[src/hw/rtl/bsft_pkg.sv]
`timescale 1ns / 1ps
// ----------------------------------------------------------------------------
// Subscription fanout table package
// Shared constants, status codes and types for the subscriber table block.
// ----------------------------------------------------------------------------
package bsft_pkg;

  localparam int BUS_COUNT_DEF     = 16;
  localparam int SLOTS_PER_BUS_DEF = 32;
  localparam int CONN_ID_BITS_DEF  = 8;

  localparam int MODE_W   = 2;
  localparam int BUS_W    = 8;
  localparam int CONN_W   = 8;
  localparam int START_W  = 6;
  localparam int STATUS_W = 3;
  localparam int SLOT_W   = 6;
  localparam int FOUND_W  = 8;

  localparam int IN_DATA_W  = 24;
  localparam int OUT_DATA_W = 24;

  localparam logic [MODE_W-1:0] MODE_ADD      = 2'd0;
  localparam int                MODE_NEXT_BIT = 1;

  localparam logic [STATUS_W-1:0] ST_OK        = 3'd0;
  localparam logic [STATUS_W-1:0] ST_BAD_BUS   = 3'd1;
  localparam logic [STATUS_W-1:0] ST_BAD_CONN  = 3'd2;
  localparam logic [STATUS_W-1:0] ST_FULL      = 3'd3;
  localparam logic [STATUS_W-1:0] ST_NOT_FOUND = 3'd4;
  localparam logic [STATUS_W-1:0] ST_END       = 3'd5;

  typedef enum logic [1:0] {
    OP_ADD    = 2'd0,
    OP_REMOVE = 2'd1,
    OP_NEXT   = 2'd2
  } op_t;

  typedef enum logic [3:0] {
    S_CLEAR = 4'b0001,
    S_IDLE  = 4'b0010,
    S_SCAN  = 4'b0100,
    S_DONE  = 4'b1000
  } state_t;

endpackage

[src/hw/rtl/bus_subscription_fanout_table_core.sv]
`timescale 1ns / 1ps
// ----------------------------------------------------------------------------
// Bus subscription fanout table
// Per-bus subscriber slots with add, remove and next-recipient lookup.
// ----------------------------------------------------------------------------
// Each request on the in_ channel is one operation (add, remove or next) on
// one bus; each request yields exactly one result on the out_ channel.
// The table sits in one memory, and a single comparator walks the slots of
// the addressed bus one per cycle through the registered read port.
// A request that fails its connection or bus check, or a next request that
// starts past the last slot, goes from idle straight to the done state and
// is not scanned. A scan ends at the first matching slot or at the last
// slot of the bus, and the done state then loads the result register.
// in_tready is high only while the block is idle; one request is in work
// at a time, and the next request can be accepted in the cycle after the
// previous result is loaded. The result register lets a new request be
// accepted while the previous result still waits; a stalled receiver holds
// a finished scan in its last step until the result register frees.
// After reset a clearing pass writes zero to all BUS_COUNT * SLOTS_PER_BUS
// entries, one per cycle, before the first request is accepted.
// ----------------------------------------------------------------------------
module bus_subscription_fanout_table_core #(
  parameter int BUS_COUNT     = bsft_pkg::BUS_COUNT_DEF,
  parameter int SLOTS_PER_BUS = bsft_pkg::SLOTS_PER_BUS_DEF,
  parameter int CONN_ID_BITS  = bsft_pkg::CONN_ID_BITS_DEF
) (
  input  logic                            clk,
  input  logic                            rst_n,
  input  logic                            in_tvalid,
  output logic                            in_tready,
  // mode[1:0], bus[9:2], conn_id[17:10], start_slot[23:18]
  input  logic [bsft_pkg::IN_DATA_W-1:0]  in_tdata,
  output logic                            out_tvalid,
  input  logic                            out_tready,
  // status[2:0], slot[8:3], found_conn[16:9], zero[23:17]
  output logic [bsft_pkg::OUT_DATA_W-1:0] out_tdata
);

  localparam int DEPTH  = BUS_COUNT * SLOTS_PER_BUS;
  localparam int ADDR_W = (DEPTH > 1) ? $clog2(DEPTH) : 1;
  localparam int IDX_W  = $clog2(SLOTS_PER_BUS + 1);

  logic [bsft_pkg::MODE_W-1:0]  in_mode;
  logic [bsft_pkg::BUS_W-1:0]   in_bus;
  logic [bsft_pkg::CONN_W-1:0]  in_conn_id;
  logic [bsft_pkg::START_W-1:0] in_start_slot;

  assign in_mode       = in_tdata[1:0];
  assign in_bus        = in_tdata[9:2];
  assign in_conn_id    = in_tdata[17:10];
  assign in_start_slot = in_tdata[23:18];

  bsft_pkg::state_t state_r, state_nxt;
  bsft_pkg::op_t    op_r, op_nxt;

  logic [ADDR_W-1:0]       clr_addr_r, clr_addr_nxt;
  logic [CONN_ID_BITS-1:0] conn_r, conn_nxt;
  logic [ADDR_W-1:0]       base_r, base_nxt;
  logic [IDX_W-1:0]        rd_idx_r, rd_idx_nxt;
  logic [IDX_W-1:0]        cmp_idx_r, cmp_idx_nxt;
  logic                    cmp_vld_r, cmp_vld_nxt;

  logic [bsft_pkg::STATUS_W-1:0] res_status_r, res_status_nxt;
  logic [bsft_pkg::SLOT_W-1:0]   res_slot_r, res_slot_nxt;
  logic [bsft_pkg::FOUND_W-1:0]  res_found_r, res_found_nxt;

  logic                          out_vld_r, out_vld_nxt;
  logic [bsft_pkg::STATUS_W-1:0] out_status_r, out_status_nxt;
  logic [bsft_pkg::SLOT_W-1:0]   out_slot_r, out_slot_nxt;
  logic [bsft_pkg::FOUND_W-1:0]  out_found_r, out_found_nxt;

  logic                    mem_we;
  logic [ADDR_W-1:0]       mem_waddr;
  logic [CONN_ID_BITS-1:0] mem_wdata;
  logic                    mem_re;
  logic [CONN_ID_BITS-1:0] mem_rdata;

  logic conn_bad;
  logic bus_bad;
  logic start_past;
  logic issue;
  logic hit;
  logic last_slot;

  bsft_table #(
    .DATA_W (CONN_ID_BITS),
    .DEPTH  (DEPTH),
    .ADDR_W (ADDR_W)
  ) u_table (
    .clk     (clk),
    .wr_en   (mem_we),
    .wr_addr (mem_waddr),
    .wr_data (mem_wdata),
    .rd_en   (mem_re),
    .rd_addr (base_r + ADDR_W'(rd_idx_r)),
    .rd_data (mem_rdata)
  );

  assign in_tready = (state_r == bsft_pkg::S_IDLE);

  assign conn_bad   = (in_conn_id == '0) ||
                      ((32'(in_conn_id) >> CONN_ID_BITS) != 32'd0);
  assign bus_bad    = (in_bus == '0) || (32'(in_bus) > 32'(BUS_COUNT));
  assign start_past = 32'(in_start_slot) >= 32'(SLOTS_PER_BUS);

  assign issue     = 32'(rd_idx_r) < 32'(SLOTS_PER_BUS);
  assign last_slot = 32'(cmp_idx_r) == 32'(SLOTS_PER_BUS - 1);

  always_comb begin
    case (op_r)
      bsft_pkg::OP_ADD:    hit = (mem_rdata == '0);
      bsft_pkg::OP_REMOVE: hit = (mem_rdata == conn_r);
      bsft_pkg::OP_NEXT:   hit = (mem_rdata != '0) && (mem_rdata != conn_r);
      default:             hit = 1'b0;
    endcase
  end

  always_comb begin
    state_nxt      = state_r;
    op_nxt         = op_r;
    clr_addr_nxt   = clr_addr_r;
    conn_nxt       = conn_r;
    base_nxt       = base_r;
    rd_idx_nxt     = rd_idx_r;
    cmp_idx_nxt    = cmp_idx_r;
    cmp_vld_nxt    = cmp_vld_r;
    res_status_nxt = res_status_r;
    res_slot_nxt   = res_slot_r;
    res_found_nxt  = res_found_r;
    out_vld_nxt    = out_vld_r && !out_tready;
    out_status_nxt = out_status_r;
    out_slot_nxt   = out_slot_r;
    out_found_nxt  = out_found_r;
    mem_we         = 1'b0;
    mem_waddr      = clr_addr_r;
    mem_wdata      = '0;
    mem_re         = 1'b0;

    case (state_r)
      bsft_pkg::S_CLEAR: begin
        mem_we       = 1'b1;
        clr_addr_nxt = clr_addr_r + 1'b1;
        if (clr_addr_r == ADDR_W'(DEPTH - 1)) begin
          state_nxt = bsft_pkg::S_IDLE;
        end
      end
      bsft_pkg::S_IDLE: begin
        if (in_tvalid) begin
          if (in_mode[bsft_pkg::MODE_NEXT_BIT]) begin
            op_nxt = bsft_pkg::OP_NEXT;
          end else if (in_mode == bsft_pkg::MODE_ADD) begin
            op_nxt = bsft_pkg::OP_ADD;
          end else begin
            op_nxt = bsft_pkg::OP_REMOVE;
          end
          conn_nxt      = CONN_ID_BITS'(in_conn_id);
          base_nxt      = ADDR_W'((32'(in_bus) - 32'd1) * 32'(SLOTS_PER_BUS));
          rd_idx_nxt    = '0;
          cmp_vld_nxt   = 1'b0;
          res_slot_nxt  = '0;
          res_found_nxt = '0;
          if (in_mode[bsft_pkg::MODE_NEXT_BIT] && !start_past) begin
            rd_idx_nxt = IDX_W'(in_start_slot);
          end
          if (conn_bad) begin
            res_status_nxt = bsft_pkg::ST_BAD_CONN;
            state_nxt      = bsft_pkg::S_DONE;
          end else if (bus_bad) begin
            res_status_nxt = bsft_pkg::ST_BAD_BUS;
            state_nxt      = bsft_pkg::S_DONE;
          end else if (in_mode[bsft_pkg::MODE_NEXT_BIT] && start_past) begin
            res_status_nxt = bsft_pkg::ST_END;
            state_nxt      = bsft_pkg::S_DONE;
          end else begin
            state_nxt = bsft_pkg::S_SCAN;
          end
        end
      end
      bsft_pkg::S_SCAN: begin
        mem_re      = issue;
        cmp_vld_nxt = issue;
        cmp_idx_nxt = rd_idx_r;
        if (issue) begin
          rd_idx_nxt = rd_idx_r + 1'b1;
        end
        if (cmp_vld_r) begin
          if (hit) begin
            res_status_nxt = bsft_pkg::ST_OK;
            res_slot_nxt   = bsft_pkg::SLOT_W'(32'(cmp_idx_r) + 32'd1);
            res_found_nxt  = '0;
            mem_waddr      = base_r + ADDR_W'(cmp_idx_r);
            case (op_r)
              bsft_pkg::OP_ADD: begin
                mem_we    = 1'b1;
                mem_wdata = conn_r;
              end
              bsft_pkg::OP_REMOVE: begin
                mem_we    = 1'b1;
                mem_wdata = '0;
              end
              default: begin
                res_found_nxt = bsft_pkg::FOUND_W'(mem_rdata);
              end
            endcase
            cmp_vld_nxt = 1'b0;
            state_nxt   = bsft_pkg::S_DONE;
          end else if (last_slot) begin
            case (op_r)
              bsft_pkg::OP_ADD:    res_status_nxt = bsft_pkg::ST_FULL;
              bsft_pkg::OP_REMOVE: res_status_nxt = bsft_pkg::ST_NOT_FOUND;
              default:             res_status_nxt = bsft_pkg::ST_END;
            endcase
            res_slot_nxt  = '0;
            res_found_nxt = '0;
            cmp_vld_nxt   = 1'b0;
            state_nxt     = bsft_pkg::S_DONE;
          end
        end
      end
      bsft_pkg::S_DONE: begin
        if (!out_vld_r || out_tready) begin
          out_vld_nxt    = 1'b1;
          out_status_nxt = res_status_r;
          out_slot_nxt   = res_slot_r;
          out_found_nxt  = res_found_r;
          state_nxt      = bsft_pkg::S_IDLE;
        end
      end
      default: begin
        state_nxt = bsft_pkg::S_IDLE;
      end
    endcase
  end

  always_ff @(posedge clk) begin
    if (!rst_n) begin
      state_r    <= bsft_pkg::S_CLEAR;
      clr_addr_r <= '0;
      cmp_vld_r  <= 1'b0;
      out_vld_r  <= 1'b0;
    end else begin
      state_r    <= state_nxt;
      clr_addr_r <= clr_addr_nxt;
      cmp_vld_r  <= cmp_vld_nxt;
      out_vld_r  <= out_vld_nxt;
    end
  end

  always_ff @(posedge clk) begin
    op_r         <= op_nxt;
    conn_r       <= conn_nxt;
    base_r       <= base_nxt;
    rd_idx_r     <= rd_idx_nxt;
    cmp_idx_r    <= cmp_idx_nxt;
    res_status_r <= res_status_nxt;
    res_slot_r   <= res_slot_nxt;
    res_found_r  <= res_found_nxt;
    out_status_r <= out_status_nxt;
    out_slot_r   <= out_slot_nxt;
    out_found_r  <= out_found_nxt;
  end

  assign out_tvalid = out_vld_r;
  assign out_tdata  = {7'd0, out_found_r, out_slot_r, out_status_r};

endmodule

[src/hw/rtl/bsft_table.sv]
`timescale 1ns / 1ps
// ----------------------------------------------------------------------------
// Subscriber table memory
// One write port and one registered read port over the flat slot array.
// ----------------------------------------------------------------------------
module bsft_table #(
  parameter int DATA_W = bsft_pkg::CONN_ID_BITS_DEF,
  parameter int DEPTH  = bsft_pkg::BUS_COUNT_DEF * bsft_pkg::SLOTS_PER_BUS_DEF,
  parameter int ADDR_W = (DEPTH > 1) ? $clog2(DEPTH) : 1
) (
  input  logic              clk,
  input  logic              wr_en,
  input  logic [ADDR_W-1:0] wr_addr,
  input  logic [DATA_W-1:0] wr_data,
  input  logic              rd_en,
  input  logic [ADDR_W-1:0] rd_addr,
  output logic [DATA_W-1:0] rd_data
);

  logic [DATA_W-1:0] mem [DEPTH];
  logic [DATA_W-1:0] rd_data_r;

  always_ff @(posedge clk) begin
    if (wr_en) begin
      mem[wr_addr] <= wr_data;
    end
  end

  always_ff @(posedge clk) begin
    if (rd_en) begin
      rd_data_r <= mem[rd_addr];
    end
  end

  assign rd_data = rd_data_r;

endmodule

[config.mk]
export PLATFORM = sky130hd
export DESIGN_NAME = bus_subscription_fanout_table_core
export DESIGN_NICKNAME = d
export VERILOG_FILES = /design/src/hw/rtl/bsft_pkg.sv /design/src/hw/rtl/bus_subscription_fanout_table_core.sv /design/src/hw/rtl/bsft_table.sv
export SDC_FILE = /design/constraint.sdc
export NUM_CORES = 2
export LEC_CHECK = 0
export ABC_AREA = 0
export BUFFER_PORTS_ARGS = -buffer_cell sky130_fd_sc_hd__buf_4
export CORE_UTILIZATION = 51
export CTS_CLUSTER_DIAMETER = 40
export CTS_CLUSTER_SIZE = 28
export DETAILED_ROUTE_END_ITERATION = 12
export HOLD_SLACK_MARGIN = 0.05
export PLACE_DENSITY = 0.73
export SLEW_MARGIN = 40
export SYNTH_ARGS = -nofsm -noshare
export SYNTH_HDL_FRONTEND = slang
export SYNTH_SLANG_ARGS = --single-unit
[constraint.sdc]
create_clock -name clk -period 15.1 [get_ports clk]
set_input_delay 0.755 -clock clk [delete_from_list [all_inputs] [get_ports clk]]
set_output_delay 0.755 -clock clk [all_outputs]
set_load 0.05 [all_outputs]
==> impl.org <==
** Run status
- The flow ran to the end, and the final reports show no timing, DRC or antenna violations.

** Floorplan
- The initialized floorplan defines 207 standard-cell rows.
- IO Pins :: 54
- Measured along the x axis, the die boundary spans 567 um.
- In this run the standard cell core region covers 0.318 mm2.
- Y dimension of the die :: 567 um
- Area of the die :: 0.322 mm2
- Starting Density :: 51.3%

** Cells and area
- Relative to the synthesized area, the layout overhead comes to 13.2%.
- The final layout contains 7,996 nets.
- Summing all non-filler instances in the final layout gives an area of 0.185 mm2.
- The finished layout holds 12,500 standard cells, fillers aside.
- In the final layout, the share of cells above drive strength 1 is 27.2%.
- For this run, the share of the core covered by cells in the final layout is 58.0%.
- Layout filler cell count :: 21,900

** Logic synthesis
- Sequential cell area fraction in the yosys report :: 76.9%
- After synthesis, the share of cell area in mux cells is 15.5%.
- In this run, distinct cell masters in the synthesized netlist total 89.
- Synth Instances :: 7,741
- Ranked by total cell area, the synthesized netlist is headed by sky130_fd_sc_hd__edfxtp_1 77%, sky130_fd_sc_hd__mux4_2 13%, sky130_fd_sc_hd__mux2i_1 2.1%.
- In the post-synthesis netlist, the cell with the most instances is sky130_fd_sc_hd__edfxtp_1.
- Adder-Cell Fraction of Synth Area :: 0.0691%
- Of the post-synthesis cell area, the dominant cell type holds 76.7%.
- The synthesized netlist devotes 2.92% of its cell area to compound gates.
- The commonest cells after synthesis are 4,164 x sky130_fd_sc_hd__edfxtp_1, 913 x sky130_fd_sc_hd__mux4_2, 596 x sky130_fd_sc_hd__nor2_1.
- Commonest register cell after synthesis :: sky130_fd_sc_hd__edfxtp_1
- After synthesis the netlist holds a flip-flop and latch count of 4,179.
- Warnings, synthesis :: 0
- Area of the mapped netlist :: 0.163 mm2
- By area, the combinational part of the netlist is dominated by multiplexers.
- Mean Syn Cell Area :: 21.1 um2
- Post-Synth Simple-Gate Area :: 2.62%
- The biggest area contributor in the post-synthesis netlist is sky130_fd_sc_hd__edfxtp_1.
- Post-synth EDFFs :: 4,164
- Of all flip-flops after synthesis, the portion carrying an async set or reset was 0%.
- Area share of xor/xnor cells in the synthesized design :: 0.161%

** Clock network
- CTS HTree Levels :: 5
- After clock tree synthesis, the clock-pin slew on the worst setup and hold paths is 60 ps.
- The longest clock path from root to sink contains 4 buffers.
- The later pin in the worst-skew pair is clocked with a latency of 960 ps.
- Buffers inserted during clock tree synthesis total 455.
- The tree is rooted in a sky130_fd_sc_hd__clkbuf_16.
- Sinks on Clock Net :: 4,179
- TritonCTS built the clock tree.

** Worst setup path
- The startpoint identified for the worst register-to-register timing path is rd_idx_r[1]$_DFFE_PP_.
- Among all stages on the critical path, the largest delay is contributed by sky130_fd_sc_hd__buf_4.
- By startpoint and endpoint, the worst setup path is classified as reg2reg.
- In this run the worst setup path begins at rd_idx_r[1]$_DFFE_PP_.
- STA classifies the critical path startpoint as a flop.
- Critical path cell sequence :: buf_12 -> buf_16 -> buf_12 -> buf_12 -> buf_4 -> mux4_2 -> mux2i_1 -> o21ai_0 -> o311ai_0 -> nand3_1 -> nand3_1 -> a32oi_1
- Critical Path Fanout Max :: 132
- STA classifies the critical path endpoint as a flop.
- Counting both buffers and inverters, the worst setup path holds a total of 5.
- The setup check on the worst reg-to-reg path leaves a slack of 8570 ps.
- Kind of cell adding the most delay to the critical path :: buffers and inverters
- Endpoint arrival time on the critical path :: 7150 ps
- In this design, the critical path's most frequently occurring cell is sky130_fd_sc_hd__buf_12.
- In this design, the stage delay of the slowest critical-path cell is 800 ps.
- Data required, critical path :: 15,720 ps

** Route
- For this block, the initial DRC count from the detailed router was 14,000.
- Drt drc :: 0
- Dividing the detail-routed wire length by the instance count gives 35.4 um.
- Final antenna-violating net count :: 0
- Vias post-DR :: 84,900
- Final wirelength :: 444,000 um
- DR vias/cell :: 6.77
- 1st-pass router iterations :: 6

** GRT
- Global-route wire length before repair :: 624,000 um
- The initial antenna violation count came to 28.
- The layer flagged by global routing as most heavily used is met2.
- Via count of the first global-routing pass :: 82,800
- Global routing consumed, over all layers together, 27.3% of the routing resources.
- Global routing finished with a remaining overflow of 0.
- In the global route stage, met2 resource usage came out at 41.3%.
- Global routing consumed, on the met3 layer, 7.57% of the routing resources.
- For this run, global-route usage on met1 was measured as 36.9%.
- Maximum number of pins on one net before global-route repair :: 209

** STA
- After layout, the worst path uses 43.3% of the clock period.
- Setup violations remaining at the end of the flow were counted as 0.
- Clock tree skew after final layout :: 74.3 ps
- Max Clk Rate :: 153 MHz
- Setup repair after global routing left no endpoint under its margin.
- Worst setup margin :: 8570 ps
- The final max-slew violation count is 0.
- Slew headroom :: 36.2%
- Min cycle time layout :: 6530 ps
- Number of endpoints with negative hold slack in the final report :: 0
- Final hold analysis gives a worst-case slack of 119 ps.
- For the pin with the worst max-slew slack, the measured transition is 934 ps.
- Total Neg Setup Slack :: 0 ps

** Placement
- Worst slack at placement :: 9010 ps
- Buffers placed on the I/O ports in this run total 46.
- The congestion estimate from routability-driven global placement came to 0.875.
- Placed Area :: 0.168 mm2
- HPWL after detailed placement :: 255,000 um
- Once placement completed, the tool counted placed cells totaling 11,700.

** Power and ir drop
- Final total power :: 24.3 mW
- Cell Pwr Density :: 132 mW/mm2
- Peak supply drop :: 107 uV
- In this run the static leakage power is 67.6 nW.

** Job
- Max-cap violations in this run came to 0.

** Min path
- In this run the most critical hold path is launched from in_tdata[2].
- Path type of the worst min-delay path :: in2reg
## final timing paths
check        depth (start not counted)                      endpoint
min reg2reg                          0       out_slot_r[3]$_DFFE_PP_
max reg2reg                         12  u_table.rd_data[0]$_DFFE_PP_
max                                 12  u_table.rd_data[0]$_DFFE_PP_
min                                  2           base_r[5]$_DFFE_PP_
## where the power goes
part | total [mW] | internal (mW) | switching [mW]
logic | 0.325 | 0.0569 | 0.268
registers | 12.6 | 12.6 | 0.0110
clock network | 11.4 | 6.44 | 4.99
total | 24.3 | 19.1 | 5.27
## worst reg2reg max path, stage by stage (launching register included)
cell,delay [ps]
sky130_fd_sc_hd__edfxtp_1,440
sky130_fd_sc_hd__buf_12,350
sky130_fd_sc_hd__buf_16,410
sky130_fd_sc_hd__buf_12,720
sky130_fd_sc_hd__buf_12,750
sky130_fd_sc_hd__buf_4,950
sky130_fd_sc_hd__mux4_2,460
sky130_fd_sc_hd__mux2i_1,250
sky130_fd_sc_hd__o21ai_0,120
sky130_fd_sc_hd__o311ai_0,780
sky130_fd_sc_hd__nand3_1,600
sky130_fd_sc_hd__nand3_1,240
sky130_fd_sc_hd__a32oi_1,160
## sequential cells by signal, summed over array words and instances, names as in the netlist
signal,flops
base_r,4
clr_addr_r,9
cmp_idx_r,6
cmp_vld_r,1
conn_r,8
op_r,2
out_found_r,8
out_slot_r,6
out_status_r,3
out_tvalid,1
rd_idx_r,6
res_found_r,8
res_slot_r,6
res_status_r,3
state_r,4
u_table.mem,4096
u_table.rd_data,8
## area by class of cell
| type | count | area, um2 | area share, % |
|---|---|---|---|
| multi-input cells | 3057 | 35600 | 19.3 |
| well taps | 4180 | 5230 | 2.83 |
| repair buffers | 242 | 2530 | 1.37 |
| flip-flops and latches | 4179 | 125000 | 67.9 |
| diodes | 16 | 40.0 | 0.0217 |
| clock buffers | 469 | 11600 | 6.27 |
| clock inverters | 379 | 4100 | 2.22 |
| inverters | 24 | 105 | 0.0569 |
## what timing repair did
| action | 4_1_cts | 5_1_grt |
|---|---|---|
| setup buffers | 0 | 0 |
| endpoints found under the hold margin | 9 | 0 |
| hold buffers | 9 | 0 |
| gates resized for setup | 0 | 0 |
| setup endpoints to repair | 0 | 0 |
## cells by family after synthesis
kind of cell               after synthesis
AOI/OAI and AO/OA                      678
xor gates and xnor gates                30
adders and majority gates                9
buffers and inverters                  511
DFF                                   4179
muxes                                 1316
other                                    1
and+or+nand+nor                       1017
## metal layers
layer	routed length (um)	up-vias
met5	118	-
met4	22800	16
met3	60300	1134
met2	205000	6773
met1	156000	44100
li1	-	32900
## cells in the final DEF (no fill, tap or decap), types with 17 or more instances in the layout
cell                         instances
sky130_fd_sc_hd__a211oi_1           50
sky130_fd_sc_hd__a21oi_1            93
sky130_fd_sc_hd__a221oi_1           43
sky130_fd_sc_hd__a22o_1             17
sky130_fd_sc_hd__a22oi_1           107
sky130_fd_sc_hd__buf_12             28
sky130_fd_sc_hd__buf_4             162
sky130_fd_sc_hd__buf_6              32
sky130_fd_sc_hd__bufinv_16          39
sky130_fd_sc_hd__clkbuf_16         461
sky130_fd_sc_hd__clkinv_1           41
sky130_fd_sc_hd__clkinv_2           40
sky130_fd_sc_hd__clkinv_4           52
sky130_fd_sc_hd__clkinv_8           22
sky130_fd_sc_hd__clkinvlp_4         45
sky130_fd_sc_hd__edfxtp_1         4164
sky130_fd_sc_hd__inv_1              19
sky130_fd_sc_hd__inv_6              93
sky130_fd_sc_hd__inv_8              45
sky130_fd_sc_hd__mux2_2             19
sky130_fd_sc_hd__mux2i_1           348
sky130_fd_sc_hd__mux4_1             36
sky130_fd_sc_hd__mux4_2            913
sky130_fd_sc_hd__nand2_1           191
sky130_fd_sc_hd__nand3_1            70
sky130_fd_sc_hd__nor2_1            377
sky130_fd_sc_hd__nor2_2            217
sky130_fd_sc_hd__nor3_1             24
sky130_fd_sc_hd__o211ai_1           17
sky130_fd_sc_hd__o21ai_0            85
sky130_fd_sc_hd__o221ai_1           40
sky130_fd_sc_hd__o22ai_1           100
sky130_fd_sc_hd__xnor2_1            21
Note: power is estimated with default switching activity, not from simulation.
